--- config.mk ---
export PLATFORM = sky130hd
export DESIGN_NAME = traffic_light_controller_flat
export DESIGN_NICKNAME = d
export VERILOG_FILES = /design/src/rtl/tlc_pkg.sv /design/src/rtl/tlc_if.sv /design/src/rtl/tlc_step.sv /design/src/rtl/traffic_light_controller.sv /design/src/flat_wrapper.sv
export SDC_FILE = /design/constraint.sdc
export NUM_CORES = 1
export LEC_CHECK = 0
export ABC_CLOCK_PERIOD_IN_PS = 5300
export BUFFER_PORTS_ARGS = -buffer_cell sky130_fd_sc_hd__buf_4
export CAP_MARGIN = 20
export CORE_ASPECT_RATIO = 1.2
export CORE_MARGIN = 5
export CORE_UTILIZATION = 62
export CTS_CLUSTER_DIAMETER = 30
export DETAILED_ROUTE_END_ITERATION = 7
export PLACE_DENSITY_LB_ADDON = 0.3
export SETUP_SLACK_MARGIN = 0.02
export SLEW_MARGIN = 10
export SYNTH_ARGS = -nofsm -noshare
export SYNTH_HDL_FRONTEND = slang
export SYNTH_SLANG_ARGS = --single-unit
--- constraint.sdc ---
create_clock -name i_clk -period 5.3 [get_ports i_clk]
set_input_delay 1.06 -clock i_clk [delete_from_list [all_inputs] [get_ports i_clk]]
set_output_delay 1.06 -clock i_clk [all_outputs]
set_load 0.02 [all_outputs]
--- src/rtl/tlc_pkg.sv ---
// Package for the traffic light controller: light and event codes,
// register indexes, reset values and the structs shared between modules.
// No dependencies.
package tlc_pkg;

    localparam int TIME_BITS_DEF = 12;
    localparam int CFG_W         = 12;
    localparam int HOLD_W        = 8;
    localparam int CFG_IDX_W     = 3;
    localparam int BUZZ_W        = 4;
    localparam int BLINK_W       = 3;

    localparam logic [CFG_W-1:0]  GREEN_TICKS_RST     = 12'd300;
    localparam logic [CFG_W-1:0]  YELLOW_TICKS_RST    = 12'd50;
    localparam logic [CFG_W-1:0]  RED_TICKS_RST       = 12'd50;
    localparam logic [CFG_W-1:0]  WALK_TICKS_RST      = 12'd200;
    localparam logic [CFG_W-1:0]  MIN_GREEN_TICKS_RST = 12'd100;
    localparam logic [HOLD_W-1:0] HOLD_LIMIT_RST      = 8'd20;

    localparam logic [HOLD_W-1:0]  HOLD_MAX      = 8'd255;
    localparam logic [BUZZ_W-1:0]  BUZZ_LAST     = 4'd9;
    localparam logic [BUZZ_W-1:0]  BUZZ_ON_TICKS = 4'd5;
    localparam logic [BLINK_W-1:0] BLINK_LAST    = 3'd4;
    localparam logic [BLINK_W-1:0] BLINK_ON_TICKS = 3'd3;

    typedef enum logic [2:0] {
        L_GREEN  = 3'd0,
        L_YELLOW = 3'd1,
        L_RED    = 3'd2,
        L_WALK   = 3'd3,
        L_EMERG  = 3'd4
    } t_light;

    typedef enum logic [2:0] {
        EV_NONE      = 3'd0,
        EV_TIMEOUT   = 3'd1,
        EV_PED       = 3'd2,
        EV_EMERG     = 3'd3,
        EV_EMERG_END = 3'd4
    } t_event;

    typedef enum logic [CFG_IDX_W-1:0] {
        CFG_GREEN_TICKS     = 3'd0,
        CFG_YELLOW_TICKS    = 3'd1,
        CFG_RED_TICKS       = 3'd2,
        CFG_WALK_TICKS      = 3'd3,
        CFG_MIN_GREEN_TICKS = 3'd4,
        CFG_HOLD_LIMIT      = 3'd5
    } t_cfg_idx;

    typedef struct packed {
        logic [CFG_W-1:0]  green_ticks;
        logic [CFG_W-1:0]  yellow_ticks;
        logic [CFG_W-1:0]  red_ticks;
        logic [CFG_W-1:0]  walk_ticks;
        logic [CFG_W-1:0]  min_green_ticks;
        logic [HOLD_W-1:0] hold_limit;
    } t_cfg;

    typedef struct packed {
        t_light             light;
        logic               ped_waiting;
        logic               emergency_active;
        logic [HOLD_W-1:0]  hold_count;
        logic [BUZZ_W-1:0]  buzz_phase;
        logic [BLINK_W-1:0] blink_phase;
    } t_state;

    typedef struct packed {
        logic [2:0] light_state;
        logic [2:0] event_taken;
        logic       car_green;
        logic       car_yellow;
        logic       car_red;
        logic       walk_green;
        logic       walk_red;
        logic       buzzer_on;
    } t_result;

endpackage

--- src/rtl/tlc_if.sv ---
// Channel interfaces of the traffic light controller: tick input, result
// output and configuration write. Depends on tlc_pkg.
interface tlc_tick_if;
    logic valid;
    logic ready;
    logic ped_press;
    logic emergency_held;

    modport source (output valid, output ped_press, output emergency_held, input ready);
    modport sink   (input valid, input ped_press, input emergency_held, output ready);
endinterface

interface tlc_result_if;
    logic       valid;
    logic       ready;
    logic [2:0] light_state;
    logic [2:0] event_taken;
    logic       car_green;
    logic       car_yellow;
    logic       car_red;
    logic       walk_green;
    logic       walk_red;
    logic       buzzer_on;

    modport source (
        output valid, output light_state, output event_taken, output car_green,
        output car_yellow, output car_red, output walk_green, output walk_red,
        output buzzer_on, input ready
    );
    modport sink (
        input valid, input light_state, input event_taken, input car_green,
        input car_yellow, input car_red, input walk_green, input walk_red,
        input buzzer_on, output ready
    );
endinterface

interface tlc_cfg_if;
    import tlc_pkg::*;
    logic                 valid;
    logic                 ready;
    logic [CFG_IDX_W-1:0] index;
    logic [CFG_W-1:0]     data;

    modport source (output valid, output index, output data, input ready);
    modport sink   (input valid, input index, input data, output ready);
endinterface

--- src/rtl/tlc_step.sv ---
// Per-tick update of the traffic light controller: event selection,
// light transitions and lamp decode. Depends on tlc_pkg.
module tlc_step #(
    parameter int TIME_BITS = tlc_pkg::TIME_BITS_DEF
) (
    input  tlc_pkg::t_state        i_state,
    input  logic [TIME_BITS-1:0]   i_elapsed,
    input  tlc_pkg::t_cfg          i_cfg,
    input  logic                   i_ped_press,
    input  logic                   i_emergency_held,
    output tlc_pkg::t_state        o_state,
    output logic [TIME_BITS-1:0]   o_elapsed,
    output tlc_pkg::t_result       o_result
);
    import tlc_pkg::*;

    localparam int CMP_W = (TIME_BITS > CFG_W) ? TIME_BITS : CFG_W;
    localparam logic [TIME_BITS-1:0] TIME_MAX = {TIME_BITS{1'b1}};

    logic [TIME_BITS-1:0] elapsed_inc;
    logic [CMP_W-1:0]     elapsed_cmp;
    logic [HOLD_W-1:0]    hold_inc;
    t_event               ev;
    t_state               nxt;

    always_comb begin
        elapsed_inc = (i_elapsed == TIME_MAX) ? i_elapsed : i_elapsed + 1'b1;
        elapsed_cmp = CMP_W'(elapsed_inc);
        hold_inc    = (i_state.hold_count == HOLD_MAX) ? i_state.hold_count
                                                       : i_state.hold_count + 1'b1;
        nxt = i_state;
        ev  = EV_NONE;
        nxt.buzz_phase  = (i_state.buzz_phase >= BUZZ_LAST) ? '0 : i_state.buzz_phase + 1'b1;
        nxt.blink_phase = (i_state.blink_phase >= BLINK_LAST) ? '0
                                                              : i_state.blink_phase + 1'b1;

        if (i_emergency_held) begin
            if (hold_inc > i_cfg.hold_limit) begin
                nxt.emergency_active = 1'b1;
                nxt.hold_count       = '0;
                ev                   = EV_EMERG;
            end else begin
                nxt.hold_count = hold_inc;
            end
        end else begin
            nxt.hold_count = '0;
            if (i_state.emergency_active) begin
                nxt.emergency_active = 1'b0;
                ev                   = EV_EMERG_END;
            end
        end

        if (i_ped_press) begin
            nxt.ped_waiting = 1'b1;
            if (ev == EV_NONE) begin
                ev = EV_PED;
            end
        end

        if (ev == EV_NONE) begin
            case (i_state.light)
                L_GREEN: begin
                    if (elapsed_cmp >= CMP_W'(i_cfg.green_ticks)) begin
                        ev = EV_TIMEOUT;
                    end else if (nxt.ped_waiting &&
                                 elapsed_cmp >= CMP_W'(i_cfg.min_green_ticks)) begin
                        ev = EV_PED;
                    end
                end
                L_YELLOW: if (elapsed_cmp >= CMP_W'(i_cfg.yellow_ticks)) ev = EV_TIMEOUT;
                L_RED:    if (elapsed_cmp >= CMP_W'(i_cfg.red_ticks))    ev = EV_TIMEOUT;
                L_WALK:   if (elapsed_cmp >= CMP_W'(i_cfg.walk_ticks))   ev = EV_TIMEOUT;
                default:  ev = EV_NONE;
            endcase
        end

        if (ev != EV_NONE) begin
            case (i_state.light)
                L_GREEN: begin
                    if (ev == EV_TIMEOUT || ev == EV_PED) nxt.light = L_YELLOW;
                    else if (ev == EV_EMERG)              nxt.light = L_EMERG;
                end
                L_YELLOW: begin
                    if (ev == EV_TIMEOUT) begin
                        if (nxt.ped_waiting) begin
                            nxt.ped_waiting = 1'b0;
                            nxt.light       = L_WALK;
                        end else begin
                            nxt.light = L_RED;
                        end
                    end else if (ev == EV_EMERG) begin
                        nxt.light = L_EMERG;
                    end
                end
                L_RED: begin
                    if (ev == EV_TIMEOUT)     nxt.light = L_GREEN;
                    else if (ev == EV_EMERG)  nxt.light = L_EMERG;
                end
                L_WALK: begin
                    if (ev == EV_TIMEOUT)     nxt.light = L_RED;
                    else if (ev == EV_EMERG)  nxt.light = L_EMERG;
                end
                L_EMERG: begin
                    if (ev == EV_EMERG_END) begin
                        nxt.ped_waiting = 1'b0;
                        nxt.buzz_phase  = '0;
                        nxt.blink_phase = '0;
                        nxt.light       = L_RED;
                    end
                end
                default: begin
                    nxt.ped_waiting = 1'b0;
                    nxt.light       = L_RED;
                end
            endcase
        end

        o_elapsed = (nxt.light != i_state.light) ? '0 : elapsed_inc;
        o_state   = nxt;
    end

    always_comb begin
        o_result             = '0;
        o_result.light_state = nxt.light;
        o_result.event_taken = ev;
        case (nxt.light)
            L_GREEN: begin
                o_result.car_green = 1'b1;
                o_result.walk_red  = 1'b1;
            end
            L_YELLOW: begin
                o_result.car_yellow = 1'b1;
                o_result.walk_red   = 1'b1;
            end
            L_RED: begin
                o_result.car_red  = 1'b1;
                o_result.walk_red = 1'b1;
            end
            L_WALK: begin
                o_result.car_red    = 1'b1;
                o_result.walk_green = 1'b1;
                o_result.buzzer_on  = nxt.buzz_phase < BUZZ_ON_TICKS;
            end
            L_EMERG: begin
                o_result.car_red  = nxt.blink_phase < BLINK_ON_TICKS;
                o_result.walk_red = nxt.blink_phase < BLINK_ON_TICKS;
            end
            default: o_result.light_state = nxt.light;
        endcase
    end

endmodule

--- src/rtl/traffic_light_controller.sv ---
// Traffic light controller with pedestrian request and emergency mode.
// Top level: configuration registers, state registers and result register.
// Depends on tlc_pkg, tlc_if and tlc_step.
//
//   channel    direction  payload                                   accepted when
//   i_tick     in         ped_press, emergency_held                 valid && ready
//   o_result   out        light_state, event_taken, lamps, buzzer   valid && ready
//   i_cfg      in         index, data                               valid && ready
//
// For each tick item the state update is one pass of logic from the
// state registers into the state and result registers.
// A tick is accepted in every cycle while the result register is empty or being read.
// A stalled result holds; i_cfg is always ready. Reset is synchronous and active low
// and restores the register defaults and the vehicle red state.
module traffic_light_controller #(
    parameter int TIME_BITS = tlc_pkg::TIME_BITS_DEF
) (
    input  logic        i_clk,
    input  logic        i_rst_n,
    tlc_tick_if.sink    i_tick,
    tlc_result_if.source o_result,
    tlc_cfg_if.sink     i_cfg
);
    import tlc_pkg::*;

    t_cfg                 r_cfg;
    t_state               r_state;
    logic [TIME_BITS-1:0] r_elapsed;
    t_result              r_res;
    logic                 r_res_valid;

    t_state               n_state;
    logic [TIME_BITS-1:0] n_elapsed;
    t_result              n_res;
    logic                 tick_accept;

    assign i_cfg.ready   = 1'b1;
    assign i_tick.ready  = !r_res_valid || o_result.ready;
    assign tick_accept   = i_tick.valid && i_tick.ready;

    always_ff @(posedge i_clk) begin
        if (!i_rst_n) begin
            r_cfg.green_ticks     <= GREEN_TICKS_RST;
            r_cfg.yellow_ticks    <= YELLOW_TICKS_RST;
            r_cfg.red_ticks       <= RED_TICKS_RST;
            r_cfg.walk_ticks      <= WALK_TICKS_RST;
            r_cfg.min_green_ticks <= MIN_GREEN_TICKS_RST;
            r_cfg.hold_limit      <= HOLD_LIMIT_RST;
        end else if (i_cfg.valid) begin
            case (i_cfg.index)
                CFG_GREEN_TICKS:     r_cfg.green_ticks     <= i_cfg.data;
                CFG_YELLOW_TICKS:    r_cfg.yellow_ticks    <= i_cfg.data;
                CFG_RED_TICKS:       r_cfg.red_ticks       <= i_cfg.data;
                CFG_WALK_TICKS:      r_cfg.walk_ticks      <= i_cfg.data;
                CFG_MIN_GREEN_TICKS: r_cfg.min_green_ticks <= i_cfg.data;
                CFG_HOLD_LIMIT:      r_cfg.hold_limit      <= i_cfg.data[HOLD_W-1:0];
                default:             r_cfg                 <= r_cfg;
            endcase
        end
    end

    tlc_step #(
        .TIME_BITS(TIME_BITS)
    ) u_step (
        .i_state         (r_state),
        .i_elapsed       (r_elapsed),
        .i_cfg           (r_cfg),
        .i_ped_press     (i_tick.ped_press),
        .i_emergency_held(i_tick.emergency_held),
        .o_state         (n_state),
        .o_elapsed       (n_elapsed),
        .o_result        (n_res)
    );

    always_ff @(posedge i_clk) begin
        if (!i_rst_n) begin
            r_state.light            <= L_RED;
            r_state.ped_waiting      <= 1'b0;
            r_state.emergency_active <= 1'b0;
            r_state.hold_count       <= '0;
            r_state.buzz_phase       <= '0;
            r_state.blink_phase      <= '0;
            r_elapsed                <= '0;
            r_res_valid              <= 1'b0;
        end else begin
            if (tick_accept) begin
                r_state     <= n_state;
                r_elapsed   <= n_elapsed;
                r_res_valid <= 1'b1;
            end else if (o_result.ready) begin
                r_res_valid <= 1'b0;
            end
        end
    end

    always_ff @(posedge i_clk) begin
        if (tick_accept) begin
            r_res <= n_res;
        end
    end

    assign o_result.valid       = r_res_valid;
    assign o_result.light_state = r_res.light_state;
    assign o_result.event_taken = r_res.event_taken;
    assign o_result.car_green   = r_res.car_green;
    assign o_result.car_yellow  = r_res.car_yellow;
    assign o_result.car_red     = r_res.car_red;
    assign o_result.walk_green  = r_res.walk_green;
    assign o_result.walk_red    = r_res.walk_red;
    assign o_result.buzzer_on   = r_res.buzzer_on;

`ifndef NO_ASSERTIONS
    a_emerg_flag: assert property (@(posedge i_clk) disable iff (!i_rst_n)
        (r_state.light == L_EMERG) == r_state.emergency_active)
        else $error("emergency flag disagrees with the light state");

    a_phase_range: assert property (@(posedge i_clk) disable iff (!i_rst_n)
        r_state.buzz_phase <= BUZZ_LAST && r_state.blink_phase <= BLINK_LAST)
        else $error("buzzer or blink phase out of range");

    a_tick_result: assert property (@(posedge i_clk) disable iff (!i_rst_n)
        tick_accept |=> r_res_valid)
        else $error("accepted tick item produced no result item");

    a_elapsed_clear: assert property (@(posedge i_clk) disable iff (!i_rst_n)
        tick_accept && n_state.light != r_state.light |=> r_elapsed == '0)
        else $error("elapsed time not cleared on a light change");
`endif

endmodule
--- src/flat_wrapper.sv ---
// flat-port wrapper written by rule: the top's interface ports become plain ports
module traffic_light_controller_flat import tlc_pkg::*;
#(
    parameter int TIME_BITS = tlc_pkg::TIME_BITS_DEF
)
  (i_clk, i_rst_n, i_tick_valid, i_tick_ped_press, i_tick_emergency_held, i_tick_ready, o_result_valid, o_result_light_state, o_result_event_taken, o_result_car_green, o_result_car_yellow, o_result_car_red, o_result_walk_green, o_result_walk_red, o_result_buzzer_on, o_result_ready, i_cfg_valid, i_cfg_index, i_cfg_data, i_cfg_ready);
  tlc_tick_if i_tick_i ();
  tlc_result_if o_result_i ();
  tlc_cfg_if i_cfg_i ();
  input  logic i_clk;
  input  logic i_rst_n;
  input wire logic [$bits(i_tick_i.valid)-1:0] i_tick_valid;
  input wire logic [$bits(i_tick_i.ped_press)-1:0] i_tick_ped_press;
  input wire logic [$bits(i_tick_i.emergency_held)-1:0] i_tick_emergency_held;
  output wire logic [$bits(i_tick_i.ready)-1:0] i_tick_ready;
  output wire logic [$bits(o_result_i.valid)-1:0] o_result_valid;
  output wire logic [$bits(o_result_i.light_state)-1:0] o_result_light_state;
  output wire logic [$bits(o_result_i.event_taken)-1:0] o_result_event_taken;
  output wire logic [$bits(o_result_i.car_green)-1:0] o_result_car_green;
  output wire logic [$bits(o_result_i.car_yellow)-1:0] o_result_car_yellow;
  output wire logic [$bits(o_result_i.car_red)-1:0] o_result_car_red;
  output wire logic [$bits(o_result_i.walk_green)-1:0] o_result_walk_green;
  output wire logic [$bits(o_result_i.walk_red)-1:0] o_result_walk_red;
  output wire logic [$bits(o_result_i.buzzer_on)-1:0] o_result_buzzer_on;
  input wire logic [$bits(o_result_i.ready)-1:0] o_result_ready;
  input wire logic [$bits(i_cfg_i.valid)-1:0] i_cfg_valid;
  input wire logic [$bits(i_cfg_i.index)-1:0] i_cfg_index;
  input wire logic [$bits(i_cfg_i.data)-1:0] i_cfg_data;
  output wire logic [$bits(i_cfg_i.ready)-1:0] i_cfg_ready;
  assign i_tick_i.valid = i_tick_valid;
  assign i_tick_i.ped_press = i_tick_ped_press;
  assign i_tick_i.emergency_held = i_tick_emergency_held;
  assign i_tick_ready = i_tick_i.ready;
  assign o_result_valid = o_result_i.valid;
  assign o_result_light_state = o_result_i.light_state;
  assign o_result_event_taken = o_result_i.event_taken;
  assign o_result_car_green = o_result_i.car_green;
  assign o_result_car_yellow = o_result_i.car_yellow;
  assign o_result_car_red = o_result_i.car_red;
  assign o_result_walk_green = o_result_i.walk_green;
  assign o_result_walk_red = o_result_i.walk_red;
  assign o_result_buzzer_on = o_result_i.buzzer_on;
  assign o_result_i.ready = o_result_ready;
  assign i_cfg_i.valid = i_cfg_valid;
  assign i_cfg_i.index = i_cfg_index;
  assign i_cfg_i.data = i_cfg_data;
  assign i_cfg_ready = i_cfg_i.ready;
  traffic_light_controller #(.TIME_BITS(TIME_BITS)) u_core (.i_clk(i_clk), .i_rst_n(i_rst_n), .i_tick(i_tick_i), .o_result(o_result_i), .i_cfg(i_cfg_i));
endmodule
==> out/results.env <==
SWSHARE_PCT=24.1
INITIAL_CORE_UTIL_PCT=63.5
NUMPORTBUFFERS=35
NUMBER_OF_LIBRARY_CELL_TYPES_MAPPED_BY_SYNTHESIS=69
SYN_AREA_PER_CELL_UM2=8.03
ASYNCSETRESETFLOPFRACSYNTH_PCT=0
TIMING.CRITICAL_PATH.TO_TYPE='flip-flop'
CORE-AREA_UM2=10600
POST_SYNTH_MAIN_AREA_CONTRIBUTORS='sky130_fd_sc_hd__dfxtp_1, sky130_fd_sc_hd__ha_1, sky130_fd_sc_hd__nand2_1, sky130_fd_sc_hd__a21oi_1, sky130_fd_sc_hd__edfxtp_1'
DRT_WL_TOTAL_UM=17900
CP.ARRIVAL_NS=5.23
CTSLONGESTPATHBUFFERS=2
LEAKAGE_nW=3.29
DRC_ERRORS=0
SYNTHESIS_TO_LAYOUT_AREA_GROWTH_PCT=14.7
DIE-AREA_UM2=13000
DIE-HEIGHT_UM=124
GRT_ANTENNA_BEFORE_REPAIR=0
ACHIEVABLE-FREQUENCY_GHz=0.204
RSZ0062_AT_GRT='no'
WL_PER_CELL_UM=17.8
ANT_NETS=0
TIMING.REG2REG.SETUP_SLACK_NS=0.40
LAYOUT_MIN_CYCLE_TIME_NS=4.90
SYNTH_NETS=932
P_INT_mW=1.78
CRITICAL_PATH_CLASS='flip-flop to flip-flop'
SYNTH_SEQ_AREA_SHARE_PCT=35.5
WORST_EP_REQUIRED_TIME_NS=5.63
CTS_CLOCK_PIN_SLEW_FOR_THE_WORST_SETUP_AND_HOLD_PATHS_NS=0.06
CLOCK-ROOT-BUFFER='sky130_fd_sc_hd__clkbuf_16'
FILLER_CELL_COUNT=798
DRT_FIRST_ITER_VIOLATIONS=513
REPORT.FINAL.SETUP_VIOL=0
PLACED_AREA_UM2=7040
MULTI_INPUT_COMB_AREA_UM2=3890
RESULT_OF_THE_RUN='completed'
GRT.OVERFLOW.TOTAL=0
WORST_SKEW_PAIR.LATE_LATENCY_NS=0.41
DRIVE_ABOVE_1_SHARE_PCT=11.7
GRT_MAX_DEGREE=48
POST_SYNTH_INST_COUNT=835
FIN_TOTAL_PWR_mW=2.34
DIE_W_UM=105
PEAKVDDDROP_V=0.000297
REPORT.FINAL.HOLD_VIOL_COUNT=0
SYNTH_SEQ_CELLS=113
TRITONCTS='yes'
SYNTH_EDF_COUNT=12
GRT_FIRST_PASS_WIRELENGTH_UM=28800
NUMCTSBUFFERS=17
P_SEQ_SHARE_PCT=38.8
FIN_CRIT_SH_PCT=92.5
YOSYS_WARNINGS=0
CLKSINKCOUNT=113
VIA_COUNT=6137
PWR-SHARE-CLK_PCT=52.2
GP_CONGESTION=0.992
DRT_PASS1_ITERATIONS=5
HTREE_LEVELS=4
POST-SYNTH-TOP-AREA-CELL='sky130_fd_sc_hd__dfxtp_1'
WORST_SLEW_PIN_SLEW_NS=1.13
SLEW-LIMIT-HEADROOM_PCT=24.4
WORST-PATH-MAX-FANOUT=12
FIRST_GLOBAL_VIAS=5955
POWER.SHARE.COMBINATIONAL_PCT=8.9
DESIGN.FINAL.NETS=959
NUMBER_OF_PLACEMENT_ROWS=41
MAXIMUM_CAPACITANCE_VIOLATIONS=0
ANTENNA_CELLS_INSERTED=0
FINAL_CELL_AREA_EXCLUDING_FILLER_CELLS_UM2=7690
P_PER_AREA_nW_PER_UM2=304
FLOORPLAN.IO_PINS=37
SYNTH_TOP_FLOP_CELL='sky130_fd_sc_hd__dfxtp_1'
REGISTER_AREA_UM2=2380
CTS_SETUP_BUFFERS=0
TIMING.CLOCK.SKEW_NS=0.00878
POST_SYNTH_INSTANCE_AREA_UM2=6710
MAXSLEWVIOLCOUNT=0
SYNTH_LARGEST_TYPE_AREA_FRACTION_PCT=30.1
NETSWITCHINGPOWER_mW=0.564
ELEMENT_TYPE_AT_THE_CRITICAL_PATH_START='flip-flop'
DP_HPWL_UM=12900
SETUP_TOTAL_NEGATIVE_SLACK_NS=0
POSTCTSHOLDBUFS=0
HOLD_PATH.CLASS='flip-flop to flip-flop'
GRTUSAGETOTAL_PCT=27.9
VIA_PER_INST=6.11
==> through the flow <==
stage                     util (%)  instances  setup slack (ns)  hold slack [ns]
after floorplan                  -        835              1.09            0.436
after global placement        66.6        972             0.628            0.443
after global routing          72.8       1004             0.108            0.468
after CTS                     72.7       1004             0.295            0.454
after detailed placement      66.6        972             0.337            0.447
final                         72.8       1004             0.396            0.457
==> cell usage after synthesis (11+ instances only) <==
cell type	count
sky130_fd_sc_hd__ha_1	75
sky130_fd_sc_hd__nand3_1	21
sky130_fd_sc_hd__edfxtp_1	12
sky130_fd_sc_hd__nand4_1	11
sky130_fd_sc_hd__nor2_1	38
sky130_fd_sc_hd__dfxtp_1	101
sky130_fd_sc_hd__a21oi_1	96
sky130_fd_sc_hd__o21ai_0	11
sky130_fd_sc_hd__a21o_1	11
sky130_fd_sc_hd__and3_1	11
sky130_fd_sc_hd__o211ai_1	20
sky130_fd_sc_hd__nand2_1	182
sky130_fd_sc_hd__clkbuf_1	29
sky130_fd_sc_hd__inv_1	79
==> cell type report <==
class	count	area share, %
inverters	81	3.95
repair buffers	42	4.10
multi-input cells	607	50.6
clock buffers	20	6.36
flip-flops and latches	113	31.0
clock inverters	12	1.98
well taps	129	2.10
==> cells in the final DEF, fill, tap and decap left out, types with 5 or more instances in the layout <==
master / instances
sky130_fd_sc_hd__and2_1: 6
sky130_fd_sc_hd__o21ai_0: 11
sky130_fd_sc_hd__nor3b_1: 8
sky130_fd_sc_hd__nor3_1: 8
sky130_fd_sc_hd__nand3_1: 21
sky130_fd_sc_hd__a211oi_1: 5
sky130_fd_sc_hd__nand2b_1: 8
sky130_fd_sc_hd__nand4_1: 11
sky130_fd_sc_hd__buf_4: 42
sky130_fd_sc_hd__inv_1: 79
sky130_fd_sc_hd__clkbuf_16: 19
sky130_fd_sc_hd__ha_1: 75
sky130_fd_sc_hd__o21a_1: 7
sky130_fd_sc_hd__o211ai_1: 20
sky130_fd_sc_hd__xnor2_1: 7
sky130_fd_sc_hd__and3_1: 11
sky130_fd_sc_hd__dfxtp_1: 101
sky130_fd_sc_hd__a21o_1: 11
sky130_fd_sc_hd__nand2_1: 182
sky130_fd_sc_hd__nor2_1: 38
sky130_fd_sc_hd__or3b_1: 8
sky130_fd_sc_hd__a21oi_1: 96
sky130_fd_sc_hd__edfxtp_1: 12
==> what timing repair did <==
action | 4_1_cts | 5_1_grt
hold endpoints to repair | 0 | 0
setup endpoints to repair | 0 | 6
gates resized for setup | 0 | 2
==> power groups by stage <==
stage          clock network [mW]  logic (mW)  registers, mW
2_1_floorplan                   0       0.132          0.929
3_3_place_gp                    0       0.197          0.924
3_5_place_dp                    0       0.205          0.926
4_1_cts                      1.22       0.207          0.908
5_1_grt                      1.27       0.230          0.911
6_report                     1.22       0.209          0.908
==> state kept, by name (all words and copies together) (netlist names) <==
name                         cells
u_core.o_result.light_state      3
u_core.r_cfg                    68
u_core.o_result.walk_red         1
u_core.o_result.walk_green       1
u_core.o_result.car_green        1
u_core.r_state                  20
u_core.o_result.car_yellow       1
u_core.o_result.event_taken      3
u_core.r_elapsed                12
u_core.o_result.buzzer_on        1
u_core.o_result.valid            1
u_core.o_result.car_red          1
==> path summary, 6_finish.rpt <==
check,endpoint,startpoint,cells past startpoint
setup / recovery,u_core.r_elapsed[4]$_SDFFE_PN0P_,u_core.r_elapsed[0]$_SDFFE_PN0P_,16
hold / removal,u_core.r_cfg[55]$_SDFFE_PN0P_,u_core.r_cfg[55]$_SDFFE_PN0P_,2
setup reg to reg,u_core.r_elapsed[4]$_SDFFE_PN0P_,u_core.r_elapsed[0]$_SDFFE_PN0P_,16
hold reg to reg,u_core.r_cfg[55]$_SDFFE_PN0P_,u_core.r_cfg[55]$_SDFFE_PN0P_,2
==> worst max-delay path, cell delays in order (launching register included) <==
cell	delay, ns
sky130_fd_sc_hd__dfxtp_1	0.37
sky130_fd_sc_hd__ha_1	0.23
sky130_fd_sc_hd__and2_0	0.25
sky130_fd_sc_hd__and3_1	0.24
sky130_fd_sc_hd__nand2b_1	0.35
sky130_fd_sc_hd__nand3_1	0.17
sky130_fd_sc_hd__xnor2_1	0.58
sky130_fd_sc_hd__ha_1	0.37
sky130_fd_sc_hd__nand4_1	0.12
sky130_fd_sc_hd__or3_1	0.15
sky130_fd_sc_hd__nor3_1	0.06
sky130_fd_sc_hd__or4_4	0.55
sky130_fd_sc_hd__nor4_4	0.29
sky130_fd_sc_hd__o21a_2	0.23
sky130_fd_sc_hd__o221ai_2	0.24
sky130_fd_sc_hd__or3b_1	0.45
sky130_fd_sc_hd__a21oi_1	0.17
==> routing by layer <==
layer  vias up  share of wire [%]  global-route usage (%)
met5         -                  0                       0
met2       279                 50                    49.8
met4         0                3.8                    13.7
li1       2936                  -                       -
met1      2868                 39                    31.9
met3        54                7.5                    5.65
==> cells by family after synthesis <==
logic type / Yosys count / share of synthesized area [%]
AOI/OAI and AO/OA: 188 / 18.3
and+or+nand+nor: 330 / 23.6
buffers and inverters: 115 / 6.70
muxes: 2 / 0.336
adders and majority gates: 75 / 14.0
other: 1 / 0.0559
DFF: 113 / 35.5
xor gates and xnor gates: 11 / 1.44
Note: power is estimated with default switching activity, not from simulation.
